<file path="src/design/stack_queue_with_value_delete_assert.svh">
// Assertion macros for the stack/queue block.
`ifndef STACK_QUEUE_WITH_VALUE_DELETE_ASSERT_SVH
`define STACK_QUEUE_WITH_VALUE_DELETE_ASSERT_SVH

`ifndef SYNTHESIS

// ante implies cons in the same cycle
`define SQVD_ASSERT_SAME(lbl, clk, rst_n, ante, cons) \
  lbl: assert property (@(posedge clk) disable iff (!rst_n) (ante) |-> (cons)) \
    else $error("assertion failed");

// ante implies cons in the next cycle
`define SQVD_ASSERT_NEXT(lbl, clk, rst_n, ante, cons) \
  lbl: assert property (@(posedge clk) disable iff (!rst_n) (ante) |=> (cons)) \
    else $error("assertion failed");

`else

`define SQVD_ASSERT_SAME(lbl, clk, rst_n, ante, cons)
`define SQVD_ASSERT_NEXT(lbl, clk, rst_n, ante, cons)

`endif

`endif

</file>
<file path="src/design/sqvd_pkg.sv">
package sqvd_pkg;

  localparam int DATA_W   = 32;
  localparam int REQ_W    = 2;
  localparam int STATUS_W = 2;
  localparam int COUNT_W  = 5;

  localparam logic [REQ_W-1:0] REQ_INSERT   = 2'd0;
  localparam logic [REQ_W-1:0] REQ_REM_HEAD = 2'd1;
  localparam logic [REQ_W-1:0] REQ_REM_VAL  = 2'd2;

  localparam logic [STATUS_W-1:0] ST_OK       = 2'd0;
  localparam logic [STATUS_W-1:0] ST_EMPTY    = 2'd1;
  localparam logic [STATUS_W-1:0] ST_FULL     = 2'd2;
  localparam logic [STATUS_W-1:0] ST_NOTFOUND = 2'd3;

  typedef enum logic {
    S_IDLE,
    S_UPDATE
  } ctl_state_t;

  typedef struct packed {
    logic accept;  // latch request, register compare vector
    logic apply;   // commit list update and load result register
  } ctl_cmd_t;

endpackage

</file>
<file path="src/design/stack_queue_with_value_delete.sv">
// Bounded ordered list of up to DEPTH 32-bit values, run as a stack
// (cfg bit 0: insert at head) or a queue (cfg bit 1: insert at tail), with
// remove-head and remove-first-matching-value requests; every request item
// yields one result item carrying status, the removed value and the count
// after the request. At the accept edge every list cell compares its entry
// with the request value in parallel; then, in the update state, the list
// shifts and the result register loads. The update waits while the result
// register still holds an item not yet taken; requests stall meanwhile.
// Entry storage needs no clearing after reset; the count alone marks valid
// cells. Write the mode bit only while no request is in flight.
`include "stack_queue_with_value_delete_assert.svh"

module stack_queue_with_value_delete #(
  parameter int DEPTH = 16
) (
  input  logic                          clk,
  input  logic                          rst_n,
  input  logic                          cfg_wr_en,
  input  logic                          cfg_wr_data,
  input  logic                          in_valid,
  output logic                          in_stall,
  input  logic [sqvd_pkg::REQ_W-1:0]    in_req_type,
  input  logic [sqvd_pkg::DATA_W-1:0]   in_value,
  output logic                          out_valid,
  input  logic                          out_stall,
  output logic [sqvd_pkg::STATUS_W-1:0] out_status,
  output logic [sqvd_pkg::DATA_W-1:0]   out_removed_value,
  output logic [sqvd_pkg::COUNT_W-1:0]  out_entry_count
);

  sqvd_pkg::ctl_cmd_t cmd;

  sqvd_ctrl u_ctrl (
    .clk       (clk),
    .rst_n     (rst_n),
    .in_valid  (in_valid),
    .in_stall  (in_stall),
    .out_valid (out_valid),
    .out_stall (out_stall),
    .cmd       (cmd)
  );

  sqvd_datapath #(
    .DEPTH (DEPTH)
  ) u_dp (
    .clk               (clk),
    .rst_n             (rst_n),
    .cmd               (cmd),
    .cfg_wr_en         (cfg_wr_en),
    .cfg_wr_data       (cfg_wr_data),
    .in_req_type       (in_req_type),
    .in_value          (in_value),
    .out_status        (out_status),
    .out_removed_value (out_removed_value),
    .out_entry_count   (out_entry_count)
  );

  `SQVD_ASSERT_NEXT(a_busy_after_accept, clk, rst_n, in_valid && !in_stall, in_stall)
  `SQVD_ASSERT_SAME(a_cmd_exclusive, clk, rst_n, 1'b1, !(cmd.accept && cmd.apply))
  `SQVD_ASSERT_NEXT(a_apply_shows_result, clk, rst_n, cmd.apply, out_valid)
  `SQVD_ASSERT_SAME(a_accept_only_idle, clk, rst_n, cmd.accept, !in_stall && in_valid)

endmodule

</file>
<file path="src/design/sqvd_ctrl.sv">
module sqvd_ctrl (
  input  logic              clk,
  input  logic              rst_n,
  input  logic              in_valid,
  output logic              in_stall,
  output logic              out_valid,
  input  logic              out_stall,
  output sqvd_pkg::ctl_cmd_t cmd
);

  sqvd_pkg::ctl_state_t state_r, state_nxt;
  logic out_valid_r, out_valid_nxt;
  logic out_free;

  assign out_free = !out_valid_r || !out_stall;

  always_ff @(posedge clk) begin
    if (!rst_n) begin
      state_r     <= sqvd_pkg::S_IDLE;
      out_valid_r <= 1'b0;
    end else begin
      state_r     <= state_nxt;
      out_valid_r <= out_valid_nxt;
    end
  end

  always_comb begin
    state_nxt = state_r;
    unique case (state_r)
      sqvd_pkg::S_IDLE: begin
        if (in_valid) state_nxt = sqvd_pkg::S_UPDATE;
      end
      sqvd_pkg::S_UPDATE: begin
        // hold until the result register can take the new item
        if (out_free) state_nxt = sqvd_pkg::S_IDLE;
      end
      default: state_nxt = sqvd_pkg::S_IDLE;
    endcase
  end

  always_comb begin
    in_stall      = 1'b1;
    cmd.accept    = 1'b0;
    cmd.apply     = 1'b0;
    out_valid_nxt = out_valid_r && out_stall;
    unique case (state_r)
      sqvd_pkg::S_IDLE: begin
        in_stall   = 1'b0;
        cmd.accept = in_valid;
      end
      sqvd_pkg::S_UPDATE: begin
        cmd.apply = out_free;
        if (out_free) out_valid_nxt = 1'b1;
      end
      default: ;
    endcase
  end

  assign out_valid = out_valid_r;

endmodule

</file>
<file path="src/design/sqvd_datapath.sv">
module sqvd_datapath #(
  parameter int DEPTH = 16
) (
  input  logic                                clk,
  input  logic                                rst_n,
  input  sqvd_pkg::ctl_cmd_t                  cmd,
  input  logic                                cfg_wr_en,
  input  logic                                cfg_wr_data,
  input  logic [sqvd_pkg::REQ_W-1:0]          in_req_type,
  input  logic [sqvd_pkg::DATA_W-1:0]         in_value,
  output logic [sqvd_pkg::STATUS_W-1:0]       out_status,
  output logic [sqvd_pkg::DATA_W-1:0]         out_removed_value,
  output logic [sqvd_pkg::COUNT_W-1:0]        out_entry_count
);

  localparam int CW = $clog2(DEPTH + 1);

  logic [sqvd_pkg::DATA_W-1:0]   ent_r   [DEPTH];
  logic [sqvd_pkg::DATA_W-1:0]   ent_nxt [DEPTH];
  logic [CW-1:0]                 cnt_r, cnt_nxt;
  logic                          mode_r;
  logic [sqvd_pkg::REQ_W-1:0]    req_r;
  logic [sqvd_pkg::DATA_W-1:0]   val_r;
  logic [DEPTH-1:0]              match_r;

  logic [sqvd_pkg::STATUS_W-1:0] status;
  logic [sqvd_pkg::DATA_W-1:0]   removed;
  logic [DEPTH-1:0]              first_hit, hit_pfx, sel, shift;
  logic                          found, full, empty;

  assign full  = (cnt_r == CW'(DEPTH));
  assign empty = (cnt_r == '0);

  // first match from the head and the cells at or behind it
  always_comb begin
    logic acc;
    acc = 1'b0;
    for (int i = 0; i < DEPTH; i++) begin
      first_hit[i] = match_r[i] && !acc;
      acc          = acc || match_r[i];
      hit_pfx[i]   = acc;
    end
    found = acc;
  end

  always_comb begin
    for (int i = 0; i < DEPTH; i++) ent_nxt[i] = ent_r[i];
    cnt_nxt = cnt_r;
    status  = sqvd_pkg::ST_OK;
    removed = '0;
    sel     = '0;
    shift   = '0;

    unique case (req_r)
      sqvd_pkg::REQ_INSERT: begin
        if (full) begin
          status = sqvd_pkg::ST_FULL;
        end else begin
          cnt_nxt = cnt_r + CW'(1);
          if (!mode_r) begin
            ent_nxt[0] = val_r;
            for (int i = 1; i < DEPTH; i++) ent_nxt[i] = ent_r[i-1];
          end else begin
            for (int i = 0; i < DEPTH; i++) begin
              if (CW'(i) == cnt_r) ent_nxt[i] = val_r;
            end
          end
        end
      end
      sqvd_pkg::REQ_REM_HEAD: begin
        if (empty) begin
          status = sqvd_pkg::ST_EMPTY;
        end else begin
          sel[0] = 1'b1;
          shift  = '1;
        end
      end
      sqvd_pkg::REQ_REM_VAL: begin
        if (empty) begin
          status = sqvd_pkg::ST_EMPTY;
        end else if (!found) begin
          status = sqvd_pkg::ST_NOTFOUND;
        end else begin
          sel   = first_hit;
          shift = hit_pfx;
        end
      end
      default: ;
    endcase

    // removal: pull the tail side up by one from the taken cell onward
    if (|shift) begin
      cnt_nxt = cnt_r - CW'(1);
      for (int i = 0; i < DEPTH - 1; i++) begin
        if (shift[i]) ent_nxt[i] = ent_r[i+1];
      end
      for (int i = 0; i < DEPTH; i++) begin
        removed = removed | (ent_r[i] & {sqvd_pkg::DATA_W{sel[i]}});
      end
    end
  end

  always_ff @(posedge clk) begin
    if (!rst_n) begin
      cnt_r  <= '0;
      mode_r <= 1'b0;
    end else begin
      if (cmd.apply) cnt_r <= cnt_nxt;
      if (cfg_wr_en) mode_r <= cfg_wr_data;
    end
  end

  always_ff @(posedge clk) begin
    if (cmd.accept) begin
      req_r <= in_req_type;
      val_r <= in_value;
      for (int i = 0; i < DEPTH; i++) begin
        match_r[i] <= (ent_r[i] == in_value) && (CW'(i) < cnt_r);
      end
    end
    if (cmd.apply) begin
      for (int i = 0; i < DEPTH; i++) ent_r[i] <= ent_nxt[i];
      out_status        <= status;
      out_removed_value <= removed;
      out_entry_count   <= sqvd_pkg::COUNT_W'(cnt_nxt);
    end
  end

endmodule
</file>
<file path="config.mk">
export PLATFORM = sky130hd
export DESIGN_NAME = stack_queue_with_value_delete
export DESIGN_NICKNAME = d
export VERILOG_FILES = /design/src/design/sqvd_pkg.sv /design/src/design/stack_queue_with_value_delete.sv /design/src/design/sqvd_ctrl.sv /design/src/design/sqvd_datapath.sv
export VERILOG_INCLUDE_DIRS = /design/src /design/src/design
export SDC_FILE = /design/constraint.sdc
export NUM_CORES = 2
export LEC_CHECK = 0
export BUFFER_PORTS_ARGS = -buffer_cell sky130_fd_sc_hd__buf_2
export CAP_MARGIN = 20
export CORE_ASPECT_RATIO = 1.25
export CORE_MARGIN = 3
export CORE_UTILIZATION = 37
export CTS_BUF_LIST = sky130_fd_sc_hd__clkbuf_4 sky130_fd_sc_hd__clkbuf_8
export DETAILED_ROUTE_END_ITERATION = 6
export GPL_ROUTABILITY_DRIVEN = 0
export PLACE_DENSITY_LB_ADDON = 0.2
export SLEW_MARGIN = 15
export SYNTH_ARGS = -nofsm -noshare
export SYNTH_HDL_FRONTEND = slang
export SYNTH_HIERARCHICAL = 1
export SYNTH_SLANG_ARGS = --single-unit
export TNS_END_PERCENT = 20
</file>
<file path="constraint.sdc">
create_clock -name clk -period 51.5 [get_ports clk]
set_input_delay 5.15 -clock clk [delete_from_list [all_inputs] [get_ports clk]]
set_output_delay 5.15 -clock clk [all_outputs]
set_load 0.01 [all_outputs]
</file>
## Word-level counts from Yosys, hierarchy flattened

Memory sizes are Yosys's and may differ from the RTL's.
Index checks and enable logic that the tools add are counted.

- Memories: 1
- Output and inout bits: 41
- Bits in writable memories: 512
- Word-level logic and storage cells: 225
- Register bits: 97

- Eq/ne operators: 34
- Reduce and logical (&&, ||, !) cells: 68
- $add $sub $neg: 2
- Bitwise logic cells: 32
- Muxes and demuxes: 62
- $lt $le $gt $ge: 16

Memory list:

| name | depth | width | rd ports | clocked after Yosys merged registers in | write ports | line | source |
|---|---|---|---|---|---|---|---|
| u_dp.ent_r | 16 | 32 | 16 | 0 | 16 | sqvd_datapath.sv:18 | `logic [sqvd_pkg::DATA_W-1:0] ent_r [DEPTH];` |

Operator list:

| kind | count |
|---|---|
| 512-bit 2-to-1 mux | 3 |
| 32-bit 2-to-1 mux | 31 |
| 32-bit AND | 16 |
| 32-bit == test | 16 |
| 480-bit 2-to-1 mux | 1 |
| 32-bit OR | 15 |
| 16-bit 2-to-1 mux | 5 |
| 4-bit by 5-bit == test with 1-bit output, first input constant | 8 |
| 4-bit by 5-bit less-than comparator with 1-bit output, first input constant | 8 |
| 1-bit logical AND | 32 |
| 16-bit case mux with 2 select lines | 1 |
| 3-bit by 5-bit == test with 1-bit output, first input constant | 4 |
| 3-bit by 5-bit less-than comparator with 1-bit output, first input constant | 4 |
| 1-bit logical NOT | 17 |
| 1-bit logical OR | 16 |
| 16-bit OR reduction | 1 |
| 15-bit 2-to-1 mux | 1 |
| 5-bit 2-to-1 mux | 3 |
| 1-bit 2-to-1 mux | 11 |
| 2-bit by 5-bit == test with 1-bit output, first input constant | 2 |
| 1-bit by 5-bit less-than comparator with 1-bit output, first input constant | 2 |
| 2-bit by 5-bit less-than comparator with 1-bit output, first input constant | 2 |
| 2-bit 2-to-1 mux | 3 |
| 2-bit case mux with 3 select lines | 1 |
| 10 further kinds | 11 |

## Depth between registers and ports, before layout

- Depth in word-level cells: 35
- Gate-level depth with buffers: 14
- Gate-level depth less buffers: 8

## Modules after synthesis

Netlist, hierarchy kept.

By module, submodules not included:

| module | area an instance (um2) | times used | cells each |
|---|---|---|---|
| sqvd_datapath | 44184.9 | 1 | 4653 |
| sqvd_ctrl | 81.3 | 1 | 8 |

## Least setup slack after synthesis

No wires, ideal clock.

- Path kind: input-to-reg
- Start point: in out_stall
- End point: reg u_dp.cnt_r[4]
- Stages on the path: 6
- Data required time: 51385 ps
- Arrival: 47703 ps
- Library setup time: 115 ps
- Slack: 3682 ps
- Cells stage by stage: a21boi_0 > inv_1 > or3_1 > mux2i_1 > xnor2_1 > and2_1

- Word-level cells in the longest chain between the ends: 3

RTL lines:

| what | line | source |
|---|---|---|
| from (decl) | stack_queue_with_value_delete.sv:25 | `input logic out_stall,` |
| 1-bit logical NOT | sqvd_ctrl.sv:15 | `assign out_free = !out_valid_r \|\| !out_stall;` |
| 1-bit logical OR | sqvd_ctrl.sv:15 |  |
| 1-bit 2-to-1 mux | sqvd_ctrl.sv:46 | `unique case (state_r)` |
| to (signal assigned) | sqvd_datapath.sv:108 | `if (cmd.apply) cnt_r <= cnt_nxt;` |
| to (decl) | sqvd_datapath.sv:20 | `logic [CW-1:0] cnt_r, cnt_nxt;` |

Every way passes these cells.
A chain may end at the register's enable or synchronous reset.

==> impl_metrics.yaml <==
yosys:
  ys.flop_type: "edfxtp_1"
  syn-cell-area_um2: 44300
  ys_seq_elements: 609
  synthMuxAreaShare_pct: 7.35
  synthSimpleGateAreaFrac_pct: 9.49
  syn_avg_cell_area_um2: 9.50
  yosysMostFrequentCell: "o22ai_1"
  synthTopCellsByCount: "713 x o22ai_1, 601 x edfxtp_1, 447 x nand2_1"
  synth_top_area_share_pct: 40.8
  synth-compound-area-share_pct: 26.6
  synthXorXnorAreaFrac_pct: 10.2
  synth_nets: 4710
  yosysUniqueCellTypes: 75
  synth_fa_ha_area_share_pct: 0.254
  ys_warn_count: 6
  syn_inst: 4661
  async_flop_share_pct: 0
  synth_top_family_by_area: "compound AO/OA/AOI/OAI gates"
  synth_top_area_cell: "edfxtp_1"
  synth_edf_count: 601
  synth_area_leaders: "edfxtp_1 41%, o22ai_1 10%, mux2_2 6.6%"
  yosysSeqAreaShare_pct: 41.1
sta:
  slew_headroom_pct: 12.6
  clock_skew_ns: 0.0727
  tns_ns: 0
  period_share_pct: 15.8
  rsz0062_at_grt: "no"
  hold_viol: 0
  max_slew.worst_pin.slew_ns: 1.31
  final_max_slew_viol_count: 0
  max_freq_mhz: 123
  finalCriticalPeriod_ns: 8.16
  setup_ws_ns: 43.34
  setup_violations: 0
cells_and_area:
  final_cells: 6106
  nets: 4476
  syn_to_final_growth_pct: 8.27
  final_layout_size_suffix_gt1_share_pct: 15.1
  fill_cells: 11700
detailed_routing:
  antenna_left: 0
  wirelength_um: 230000
  drt_iter0_markers: 8963
  via_count: 44500
  wl_per_cell_um: 37.7
  drc: 2
  vias_per_cell: 7.28
  drtPass1Iterations: 7
job:
  max_cap_violations: 0
pwr:
  p_per_area_nw_per_um2: 28.7
  power_mw: 1.38
  leakage_nw: 14.6
  ir_drop_uv: 17.5
die:
  num_rows: 141
  core_um2: 119000
  die_w_um: 315
  start_util_pct: 37.3
  die_y_um: 393
  die_area_um2: 124000
  ioPinCount: 81
placed_design:
  port_buffers: 80
  place_hpwl_um: 153000
  preCtsSetupSlack_ns: 42.64
  placed_cells: 5888
worst_setup_path:
  endpoint_kind: "flip-flop"
  cp_data_required_time_ns: 51.94
  path_class: "in -> reg"
  critPathMaxFanout: 167
  crit_arrival_ns: 8.60
  critPathLaunchType: "input port"
clock_network:
  ctsResizeCount: 0
  cts_made_buffers: 109
  clock_path_buffers: 3
  cts_hold_buffers: 0
  clk_pin_slew_ns: 0.06
  clk_latency_ns: 0.87
  post_cts_buffers: 0
  cts_max_level: 3
  numClockSinks: 609
  cts-root-buf: "clkbuf_8"
  cts_tree: "built"
grt:
  grt_antenna_before_repair: 24
  met2_usage_pct: 52.2
  grt_pass1_vias: 39600
  grt_usage_pct: 36.0
  met1_usage_pct: 44.6
  grt_pass1_wl_um: 319000
  grt_max_degree: 168
  grt_util_met3_pct: 12.3
  overflow: 0
  top_usage_layer: "met2"
worst_hold_path:
  hold_class: "reg -> reg"
status:
  violations: "design-rule violations"
  status: "finished, violations left"
final timing paths:
path                            slack (ns)  depth (start not counted)                      endpoint                  startpoint
worst max-delay path                 43.34                          6  u_dp/ent_r[0][175]$_DFFE_PP_                   out_stall
worst min-delay path                  0.58                          2   u_ctrl/out_valid$_SDFF_PN0_   u_ctrl/state_r$_SDFF_PN0_
worst max register to register       46.20                         11  u_dp/ent_r[0][110]$_DFFE_PP_  u_dp/cnt_r[1]$_SDFFE_PN0P_
worst min register to register        0.58                          2   u_ctrl/out_valid$_SDFF_PN0_   u_ctrl/state_r$_SDFF_PN0_
registers in the layout, indices dropped and copies added (netlist names):
| name | count |
|---|---|
| u_dp/mode_r | 1 |
| u_dp/req_r | 2 |
| u_dp/out_removed_value | 32 |
| u_dp/ent_r | 512 |
| u_dp/out_entry_count | 5 |
| u_dp/out_status | 2 |
| u_ctrl/state_r | 1 |
| u_ctrl/out_valid | 1 |
| u_dp/cnt_r | 5 |
| u_dp/match_r | 16 |
| u_dp/val_r | 32 |
placed cells by master (no fill, tap or decap), types with 28 or more instances in the layout:
| cell | synthesis | layout |
|---|---|---|
| nor4_1 | 86 | 82 |
| nor2_1 | 103 | 101 |
| o22ai_1 | 713 | 713 |
| a211oi_1 | 44 | 44 |
| buf_2 | 58 | 81 |
| buf_4 | 12 | 105 |
| mux2i_1 | 35 | 35 |
| edfxtp_1 | 601 | 601 |
| xnor2_1 | 239 | 239 |
| nand2_1 | 447 | 440 |
| o21ai_0 | 201 | 201 |
| a22o_1 | 45 | 45 |
| clkbuf_8 | 0 | 116 |
| clkbuf_4 | 0 | 36 |
| o221ai_1 | 194 | 194 |
| mux2_2 | 258 | 258 |
| xor2_1 | 279 | 279 |
| a31oi_1 | 28 | 28 |
| a21o_1 | 36 | 36 |
| a21oi_1 | 331 | 328 |
| nand4_1 | 76 | 76 |
| a22oi_1 | 102 | 102 |
cell families (layout without fill, tap and decap cells):
family                     count (synthesis)  after routing
other                                      0             21
buffers and inverters                    547            398
and+or+nand+nor                          878            878
DFF                                      609            609
xor gates and xnor gates                 518            518
muxes                                    293            293
adders and majority gates                  9              9
AOI/OAI and AO/OA                       1807           1807
power by group:
part	internal, mW	leakage (nW)	switching, mW
logic	0.0900	7.75	0.144
registers	0.585	5.67	0.0691
clock network	0.257	1.16	0.231
total	0.932	14.6	0.445
per-layer routing:
metal | vias to the layer above | wire, um
met1 | 21500 | 81100
met3 | 1019 | 31700
met4 | 8 | 21600
li1 | 17900 | -
met5 | - | 63
met2 | 3971 | 96100
per-stage QoR:
stage,hold WS (ns),utilization (%),area (um2)
6_report,0.582,40.4,47900
4_1_cts,0.587,40.4,47900
3_5_place_dp,0.578,38.5,45700
2_1_floorplan,0.562,-,44300
3_3_place_gp,0.570,38.5,45600
5_1_grt,0.625,40.4,47900
worst max-delay path, cell delays in order:
cell	delay, ns
buf_2	0.12
a21boi_4	0.11
buf_4	0.56
buf_4	0.81
buf_4	0.74
buf_12	0.61
final cells by class:
class | count | area [um2] | area share [%]
well taps | 1573 | 1970 | 4.11
inverters | 11 | 41.3 | 0.0862
clock buffers | 151 | 1860 | 3.88
diodes | 21 | 52.6 | 0.110
clock inverters | 45 | 338 | 0.705
flip-flops and latches | 609 | 18200 | 38.0
multi-input cells | 3505 | 24200 | 50.4
repair buffers | 191 | 1280 | 2.67
No activity file was read; power rests on OpenSTA's default activity.
